## config.mk

```make
export PLATFORM = sky130hd
export DESIGN_NAME = gcr_div
export DESIGN_NICKNAME = d
export VERILOG_FILES = /design/src/rtl/core/gcr_pkg.sv /design/src/rtl/core/gcr_div.sv
export SDC_FILE = /design/constraint.sdc
export NUM_CORES = 1
export LEC_CHECK = 0
export BUFFER_PORTS_ARGS = -buffer_cell sky130_fd_sc_hd__buf_4
export CAP_MARGIN = 20
export CORE_ASPECT_RATIO = 1.1
export CORE_MARGIN = 3
export CORE_UTILIZATION = 45
export CTS_BUF_LIST = sky130_fd_sc_hd__clkbuf_8
export DETAILED_ROUTE_END_ITERATION = 10
export GPL_TIMING_DRIVEN = 0
export PLACE_DENSITY = 0.65
export SYNTH_ARGS = -nofsm -noshare
export SYNTH_HDL_FRONTEND = slang
export SYNTH_SLANG_ARGS = --single-unit
export TNS_END_PERCENT = 5
```

## constraint.sdc

```tcl
create_clock -name clk -period 4.3 [get_ports clk]
set_clock_uncertainty 0.05 [all_clocks]
set_input_delay 0.86 -clock clk [delete_from_list [all_inputs] [get_ports clk]]
set_output_delay 0.86 -clock clk [all_outputs]
set_load 0.05 [all_outputs]
```

## src/rtl/core/gcr_pkg.sv

```systemverilog
// Shared types, constants and the sine table of the grid ray caster.
`default_nettype none
package gcr_pkg;

  // Map geometry.
  localparam int MAP_DIM    = 64;
  localparam int MAP_BITS   = $clog2(MAP_DIM);
  localparam int MAP_ADDR_W = 2 * MAP_BITS;
  localparam int MAP_DEPTH  = MAP_DIM * MAP_DIM;

  // Sine table, one full turn of SINE_TABLE_SIZE entries, stored as a quarter wave.
  localparam int SINE_TABLE_SIZE = 1024;
  localparam int SINE_BITS       = $clog2(SINE_TABLE_SIZE);
  localparam int SINE_QTR        = SINE_TABLE_SIZE / 4;
  localparam int QTR_BITS        = SINE_BITS - 2;

  localparam longint unsigned ONE_Q30     = 64'd1 << 30;
  localparam longint unsigned HALF_PI_Q30 = 64'd1686629713;

  // Depth reported by an axis whose direction component is zero.
  localparam logic [39:0] DEPTH_CAP  = '1;
  // 0.0001 in Q16, added to the depth before the height division.
  localparam logic [40:0] HEIGHT_EPS = 41'd7;

  // Divider widths.
  localparam int DIV_NUM_W = 33;
  localparam int DIV_DEN_W = 41;
  localparam int DIV_CNT_W = 6;

  typedef enum logic {
    OP_WRITE = 1'b0,
    OP_CAST  = 1'b1
  } op_t;

  typedef enum logic [2:0] {
    CFG_MAP_WIDTH   = 3'd0,
    CFG_MAP_HEIGHT  = 3'd1,
    CFG_HALF_FOV    = 3'd2,
    CFG_RAY_STEP    = 3'd3,
    CFG_SCREEN_DIST = 3'd4
  } cfg_idx_t;

  typedef struct packed {
    op_t         operation;
    logic [5:0]  cell_x;
    logic [5:0]  cell_y;
    logic [7:0]  cell_value;
    logic [21:0] origin_x;
    logic [21:0] origin_y;
    logic [23:0] view_angle;
    logic [8:0]  ray_index;
  } in_t;

  typedef struct packed {
    logic [23:0] wall_depth;
    logic [19:0] column_height;
    logic [7:0]  texture_id;
    logic [15:0] texture_offset;
  } out_t;

  // Sine or cosine as sign and Q1.16 magnitude.
  typedef struct packed {
    logic        neg;
    logic [16:0] mag;
  } trig_t;

  typedef struct packed {
    logic                 start;
    logic [DIV_NUM_W-1:0] num;
    logic [DIV_DEN_W-1:0] den;
  } div_req_t;

  typedef struct packed {
    logic                 done;
    logic [DIV_NUM_W-1:0] quo;
  } div_rsp_t;

  typedef enum logic [4:0] {
    ST_CLEAR,
    ST_IDLE,
    ST_ANGLE,
    ST_TRIG,
    ST_AX_SETUP,
    ST_DIV_D0,
    ST_DIV_DD,
    ST_MUL_A_LO,
    ST_MUL_A_HI,
    ST_MUL_B_LO,
    ST_MUL_B_HI,
    ST_STEP,
    ST_READ,
    ST_AX_DONE,
    ST_PICK,
    ST_FISH_LO,
    ST_FISH_HI,
    ST_HT_START,
    ST_DIV_HT,
    ST_OUT
  } state_t;

  typedef logic [16:0] qtab_t [0:SINE_QTR];

  // Builds the quarter-wave table with a fixed-point Taylor series at elaboration.
  function automatic qtab_t build_qtab();
    qtab_t tab;
    longint unsigned r;
    longint unsigned x;
    longint unsigned x2;
    longint unsigned t;
    longint unsigned v;
    for (int j = 0; j <= SINE_QTR; j++) begin
      r  = longint'(j) * ((64'd1 << 22) / SINE_QTR);
      x  = (r * HALF_PI_Q30) >> 22;
      x2 = (x * x) >> 30;
      t  = ONE_Q30;
      t  = ONE_Q30 - ((x2 * t) >> 30) / 110;
      t  = ONE_Q30 - ((x2 * t) >> 30) / 72;
      t  = ONE_Q30 - ((x2 * t) >> 30) / 42;
      t  = ONE_Q30 - ((x2 * t) >> 30) / 20;
      t  = ONE_Q30 - ((x2 * t) >> 30) / 6;
      v  = (((x * t) >> 30) + 64'd8192) >> 14;
      if (v > 64'd65536) v = 64'd65536;
      tab[j] = v[16:0];
    end
    return tab;
  endfunction

  localparam qtab_t SINE_QTAB = build_qtab();

  // Sine of a 24-bit turn angle through the quarter-wave table.
  function automatic trig_t sine_lookup(logic [23:0] a);
    logic [SINE_BITS-1:0] k;
    logic [QTR_BITS:0]    j;
    trig_t                res;
    k = a[23 -: SINE_BITS];
    if (k[QTR_BITS]) begin
      j = (QTR_BITS+1)'(SINE_QTR) - {1'b0, k[QTR_BITS-1:0]};
    end else begin
      j = {1'b0, k[QTR_BITS-1:0]};
    end
    res.neg = k[SINE_BITS-1];
    res.mag = SINE_QTAB[j];
    return res;
  endfunction

endpackage
`default_nettype wire

```

## src/rtl/core/gcr_div.sv

```systemverilog
// Restoring divider that produces one quotient bit per cycle.
`default_nettype none
module gcr_div
  import gcr_pkg::*;
(
  input  logic     clk,
  input  logic     rst_n,
  input  div_req_t req,
  output div_rsp_t rsp
);

  logic                 busy_r;
  logic                 done_r;
  logic [DIV_CNT_W-1:0] cnt_r;
  logic [DIV_DEN_W-1:0] rem_r;
  logic [DIV_DEN_W-1:0] den_r;
  logic [DIV_NUM_W-1:0] quo_r;
  logic [DIV_DEN_W:0]   trial;
  logic [DIV_DEN_W:0]   diff;
  logic                 fits;

  // Shift in the next numerator bit and try the subtraction.
  always_comb begin
    trial = {rem_r, quo_r[DIV_NUM_W-1]};
    diff  = trial - {1'b0, den_r};
    fits  = (trial >= {1'b0, den_r});
  end

  // Control: iteration count and completion pulse.
  always_ff @(posedge clk) begin
    if (!rst_n) begin
      busy_r <= 1'b0;
      done_r <= 1'b0;
      cnt_r  <= '0;
    end else begin
      done_r <= 1'b0;
      if (req.start) begin
        busy_r <= 1'b1;
        cnt_r  <= DIV_CNT_W'(DIV_NUM_W);
      end else if (busy_r) begin
        cnt_r <= cnt_r - 1'b1;
        if (cnt_r == DIV_CNT_W'(1)) begin
          busy_r <= 1'b0;
          done_r <= 1'b1;
        end
      end
    end
  end

  // Datapath: partial remainder and quotient.
  always_ff @(posedge clk) begin
    if (req.start) begin
      rem_r <= '0;
      quo_r <= req.num;
      den_r <= req.den;
    end else if (busy_r) begin
      rem_r <= fits ? diff[DIV_DEN_W-1:0] : trial[DIV_DEN_W-1:0];
      quo_r <= {quo_r[DIV_NUM_W-2:0], fits};
    end
  end

  assign rsp.done = done_r;
  assign rsp.quo  = quo_r;

endmodule
`default_nettype wire

```

==> results.yml, run 1 <==
status:
  status: "complete, no violations"
worst_setup_path:
  start_kind: "flip-flop"
  critPathKind: "flip-flop to flip-flop"
  cp-end-kind: "flip-flop"
  cp_cell_sequence: "inv_1 -> ha_1 -> inv_1 -> fa_1 -> a211oi_1 -> o21ba_2 -> o221a_1 -> o21ai_2 -> a21oi_2 -> o21ai_4 -> a21oi_1 -> buf_2 -> nand2_1 -> a311oi_1"
  slowest_delay_ps: 440
  reg2regPathDepth: 14
  timing.rr.end: "rem_r[36]"
  cp.required_ps: 4590
  r2r_start: "quo_r[32]"
  cp_num_cells: 14
  crit_family: "compound AO/OA/AOI/OAI gates"
  crit_path_frequent_cell: "inv_1"
  worst-path-buf-inv: 3
  cp.arrival_ps: 4180
  rrSetupSlack_ps: 420
  slowest_stage: "a21oi_1"
  cp_max_fo: 10
hold_path:
  min_delay_path_depth: 2
  hold_end: "rem_r[34]"
  hold_path.startpoint: "rem_r[34]"
  hp-class: "flip-flop to flip-flop"
synthesis:
  synthFlopType: "edfxtp_1"
  synth.yosys.seq_area_share: 0.434
  synth_commonest_cells: "edfxtp_1 (74), inv_1 (60), nor2_1 (58)"
  syn-num-nets: 864
  yosys_warnings: 0
  postSynthCellCount: 743
  synth_largest_area_cell: "edfxtp_1"
  syn_area_sq_um: 7380
  yosysTopAreaCellShare: 0.301
  ys_ff_latch: 123
  synth_edf_count: 74
  synth_async_sr_flop_share: 0
  synth_area_leaders: "edfxtp_1 (30%), dfxtp_1 (13%), ha_1 (7.3%)"
  synth_area_per_cell_sq_um: 9.93
  yosysUniqueCellTypes: 63
  synthMostInstantiatedCell: "edfxtp_1"
clock_network:
  post_cts_buffers: 0
  numCtsBuffers: 17
  clkTransAtPathRegs_ps: 70
  cts_sinks: 123
  cts_tree: "yes"
  root_buffer: "clkbuf_8"
  clk_path_buf_depth: 2
  ctsResizeCount: 0
  clk_latency_ps: 440
  cts_hold_buf: 0
  htreeDepth: 4
sta:
  layout_min_cycle_time_ps: 3880
  max_slew_margin: 0.395
  clock.fmax_mhz: 258
  slew_viol_final: 0
  period_share: 0.903
  rsz0062_at_grt: "no"
  setup_violations: 0
  timing.final.hold_violations: 0
  setup_tns_ps: 0
  worst_pin_slew_ps: 904
floorplanning:
  die_x_um: 128
  io_pins: 111
  core_area_sq_um: 15900
  start_util: 0.465
  dieArea_sq_um: 18000
  die_h_um: 140
  rows: 48
global_routing:
  grt_antenna_before_repair: 0
  grt_overflow: 0
  grt_start_max_net_pins: 44
  grt_pass1_wl_um: 30400
  grt_pass1_vias: 6181
  grt_usage: 0.211
detailed_routing:
  dr.pass1.iters: 5
  totalWireLength_um: 18700
  final_antenna_net_count: 0
  drt-initial-drc-count: 438
  drc_errors: 0
  vias: 6131
  vias_per_cell: 5.65
  wire_per_inst_um: 17.2
power_and_ir_drop:
  power_density_nw_per_um2: 383
  power_mw: 3.38
  leakage_nw: 3.73
  max-vdd-ir-drop_uv: 213
layout:
  syn_to_final_growth_pct: 19.6
  num-nets-final: 994
  drive_gt1_frac: 0.218
  diodes: 0
  n_fill_cell: 1447
placement:
  gp_congestion: 0.938
  port_buffers: 110
  post-dp-hpwl_um: 13800
run:
  max_cap_viol_count: 0
## area by class of cell
type / instances / area (sq um) / share of cell area
Buffer: 40 / 213 / 0.0241
Clock buffer: 17 / 234 / 0.0265
Clock inverter: 15 / 111 / 0.0126
Inverter: 61 / 229 / 0.0259
Multi-Input combinational cell: 519 / 3730 / 0.423
Sequential cell: 123 / 3200 / 0.363
Tap cell: 200 / 250 / 0.0283
Timing Repair Buffer: 111 / 853 / 0.0967
## worst max-delay path by stage
stage	startpoint	end	slack [ps]
after global placement	req[74]	quo_r[23]	530
final	quo_r[32]	rem_r[36]	420
after CTS	quo_r[32]	rem_r[36]	460
after detailed placement	quo_r[32]	rem_r[36]	500
after floorplan	quo_r[32]	quo_r[0]	840
after global routing	quo_r[32]	rem_r[36]	160
## cell usage in the layout (no fill, tap or decap), drive strengths merged, types with 7 or more instances in the layout
cell    instances
a211oi         31
a21o           22
a21oi          49
and3            8
buf           125
clkbuf         43
clkinv          7
dfxtp          49
edfxtp         74
ha             43
inv            63
mux2           34
mux2i          32
nand2          48
nand3          15
nand4          15
nor2           58
nor2b           7
nor3           15
o21ai          24
o21bai         12
xnor2          28
xor2           12
## metrics by stage
stage / std cells / worst slack [ps] / hold slack, ps / instance area, sq um / utilization
floorplan: 743 / 836 / 395 / 7380 / -
global placement: 1053 / 528 / 408 / 8450 / 0.533
detailed placement: 1054 / 502 / 416 / 8480 / 0.535
CTS: 1086 / 458 / 431 / 8830 / 0.557
global route: 1086 / 160 / 450 / 8830 / 0.557
finish: 1086 / 417 / 429 / 8830 / 0.557
## layer usage
| layer | share of wire | track usage | wire length, um | vias up |
|---|---|---|---|---|
| met5 | 0 | 0 | 0 | - |
| met4 | 0.015 | 0.0665 | 289 | 0 |
| met3 | 0.070 | 0.0656 | 1310 | 23 |
| met2 | 0.47 | 0.343 | 8820 | 202 |
| met1 | 0.44 | 0.268 | 8300 | 2913 |
| li1 | - | - | - | 2993 |
## where the power goes
group          switching [mW]  internal [mW]
registers              0.0626           1.37
clock network           0.482          0.443
logic                   0.614          0.413
total                    1.16           2.22
## worst register-to-register path: cells and delay by family, from the launching register on
kind	cells	cell delay, ps
AND/OR/NAND/NOR	1	100
buffers and inverters	3	500
flip-flops	1	420
AO/OA/AOI/OAI	8	2140
adder cells (fa/ha/maj)	2	600
## registers in the layout, summed over array words and instances, names as in the netlist
register	flops
busy_r	1
cnt_r	6
done_r	1
quo_r	33
rem_r	41
den_r	41
## cells by family after synthesis
kind of cell    synth area share
compound gates             0.172
xor+xnor                  0.0475
fa+ha+maj                 0.0756
buf+inv                   0.0599
flops                      0.434
mux                       0.0953
simple gates               0.115
No activity file was read; power rests on OpenSTA's default activity.
==> inputs of run 2 (changes only) <==
--- a/config.mk
+++ b/config.mk
@@ -5,6 +5,7 @@
 export SDC_FILE = /design/constraint.sdc
 export NUM_CORES = 1
 export LEC_CHECK = 0
+export ABC_AREA = 1
 export BUFFER_PORTS_ARGS = -buffer_cell sky130_fd_sc_hd__buf_4
 export CAP_MARGIN = 20
 export CORE_ASPECT_RATIO = 1.1
@@ -13,7 +14,6 @@
 export CTS_BUF_LIST = sky130_fd_sc_hd__clkbuf_8
 export DETAILED_ROUTE_END_ITERATION = 10
 export GPL_TIMING_DRIVEN = 0
-export PLACE_DENSITY = 0.65
 export SYNTH_ARGS = -nofsm -noshare
 export SYNTH_HDL_FRONTEND = slang
 export SYNTH_SLANG_ARGS = --single-unit
==> results.yml, run 2 <==
detailed_routing:
  wire_per_inst_um: 13.7
  dr.pass1.iters: 5
  drc_errors: 0
  vias: 7780
  vias_per_cell: 4.76
  final_antenna_net_count: 0
  totalWireLength_um: 22400
  drt-initial-drc-count: 423
clock_network:
  clkTransAtPathRegs_ps: 80
  clk_latency_ps: 450
  post_cts_buffers: 0
  ctsResizeCount: 0
  cts_hold_buf: 0
  clk_path_buf_depth: 2
  root_buffer: "clkbuf_8"
  cts_sinks: 123
  numCtsBuffers: 17
  cts_tree: "yes"
  htreeDepth: 4
synthesis:
  synth_area_leaders: "edfxtp_1 (26%), nand2_1 (22%), dfxtp_1 (12%)"
  ys_ff_latch: 123
  synth_async_sr_flop_share: 0
  syn_area_sq_um: 8470
  synth_largest_area_cell: "edfxtp_1"
  syn-num-nets: 1371
  yosysUniqueCellTypes: 39
  synth.yosys.seq_area_share: 0.378
  synthFlopType: "edfxtp_1"
  synthMostInstantiatedCell: "nand2_1"
  postSynthCellCount: 1250
  synth_edf_count: 74
  synth_commonest_cells: "nand2_1 (497), inv_1 (226), nand3_1 (100)"
  yosys_warnings: 0
  synth_area_per_cell_sq_um: 6.78
  yosysTopAreaCellShare: 0.262
run:
  max_cap_viol_count: 0
power_and_ir_drop:
  p_int_mw: 2.09
  max-vdd-ir-drop_uv: 176
  p_seq_frac: 0.454
  power_mw: 3.00
  p_sw_frac: 0.303
  leakage_nw: 5.38
  power_density_nw_per_um2: 299
  comb_power_share: 0.172
  switchingPower_uw: 910
  clkPwrFrac: 0.374
sta:
  setup_violations: 0
  timing.final.hold_violations: 0
  max_slew_margin: 0.346
  clock.fmax_mhz: 315
  holdWs_ps: 420
  period_share: 0.739
  setup_tns_ps: 0
  slew_viol_final: 0
  setup_ws_ps: 1120
  worst_pin_slew_ps: 977
  layout_min_cycle_time_ps: 3180
  rsz0062_at_grt: "no"
hold_path:
  hp-class: "flip-flop to flip-flop"
worst_setup_path:
  slowest_delay_ps: 810
  cp.required_ps: 4440
  crit_family: "buffers and inverters"
  cp_max_fo: 42
  critPathKind: "input pin to flip-flop"
  cp_cell_sequence: "buf_4 -> clkbuf_1 -> nor2_1 -> inv_1 -> clkbuf_2 -> buf_12"
  slowest_stage: "nor2_1"
  worst-path-buf-inv: 5
  cp-end-kind: "flip-flop"
  cp.arrival_ps: 3320
  start_kind: "input pin"
floorplanning:
  io_pins: 111
  dieArea_sq_um: 20500
  die_x_um: 137
  core_area_sq_um: 18400
  rows: 52
  die_h_um: 150
  start_util: 0.460
layout:
  num-nets-final: 1501
  final_cells: 1636
  final_cell_mix: "nand2_1 (497), inv_1 (227), buf_4 (114)"
  fin_util: 0.546
  reg.largest.list: "den_r: 41 flops, rem_r: 41 flops, quo_r: 33 flops"
  n_fill_cell: 1899
  drive_gt1_frac: 0.134
  diodes: 0
  syn_to_final_growth_pct: 18.6
  layout_commonest_cell: "nand2_1"
  final_area_sq_um: 10000
global_routing:
  grt_use_met2: 0.367
  grt_start_max_net_pins: 43
  use_met1: 0.286
  grt_antenna_before_repair: 0
  grt_pass1_vias: 7371
  grt_pass1_wl_um: 35700
  grt_usage: 0.222
  grt.met3_usage: 0.0471
  grt_overflow: 0
  top_usage_layer: "met2"
placement:
  dp_cells: 1604
  post-dp-hpwl_um: 17900
  gp_congestion: 0.942
  pre_cts_ws_ps: 603
  placed_area_sq_um: 9620
  port_buffers: 110
status:
  status: "complete, no violations"
==> run 2: cell count changes in the layout (fill, tap and decap cells not counted), sizes merged, moves of 30 or more <==
cell	before	now
mux2	34	0
mux2i	32	0
nand3	15	102
nor2	58	88
nand2	48	507
inv	63	233
==> run 2: worst register-to-register path: cells and delay by family, from the launching register on <==
kind	cells	cell delay (ps)
AOI/OAI and AO/OA	1	70
buffers and inverters	3	540
and+or+nand+nor	7	910
adders and majority gates	2	630
DFF	1	410
==> run 2: kinds of logic after synthesis <==
kind of cell | share of synthesized area
buffers and inverters | 0.124
flip-flops | 0.378
XOR/XNOR | 0.0258
AND/OR/NAND/NOR | 0.365
adder cells (fa/ha/maj) | 0.0659
AO/OA/AOI/OAI | 0.0414
==> run 2: routing by layer <==
metal	vias up	part of all wire
li1	4106	-
met1	3465	0.46
met2	181	0.47
met3	28	0.053
met4	0	0.024
met5	-	0
==> run 2: layout make-up <==
type                    count  area (sq um)  area share
flip-flops and latches    123          3200       0.319
well taps                 243           304      0.0303
repair buffers            111           846      0.0842
inverters                 232           871      0.0867
multi-input cells         866          4220       0.420
clock buffers              17           234      0.0233
plain buffers              29           180      0.0179
clock inverters            15           189      0.0188
==> run 2: worst paths after layout <==
path | from | endpoint | depth (start not counted) | slack (ps)
worst min-delay path | rem_r[18] | rem_r[18] | 2 | 420
worst min register to register | rem_r[18] | rem_r[18] | 2 | 420
worst max register to register | quo_r[32] | rem_r[7] | 13 | 1550
worst max-delay path | req[74] | quo_r[0] | 6 | 1120
==> run 2: power by group through the flow <==
| stage | Clock [mW] | Sequential [mW] | Combinational [mW] |
|---|---|---|---|
| 2_1_floorplan | 0 | 1.50 | 0.219 |
| 3_3_place_gp | 0 | 1.39 | 0.510 |
| 3_5_place_dp | 0 | 1.39 | 0.520 |
| 4_1_cts | 1.15 | 1.36 | 0.520 |
| 5_1_grt | 1.20 | 1.37 | 0.563 |
| 6_report | 1.12 | 1.36 | 0.516 |
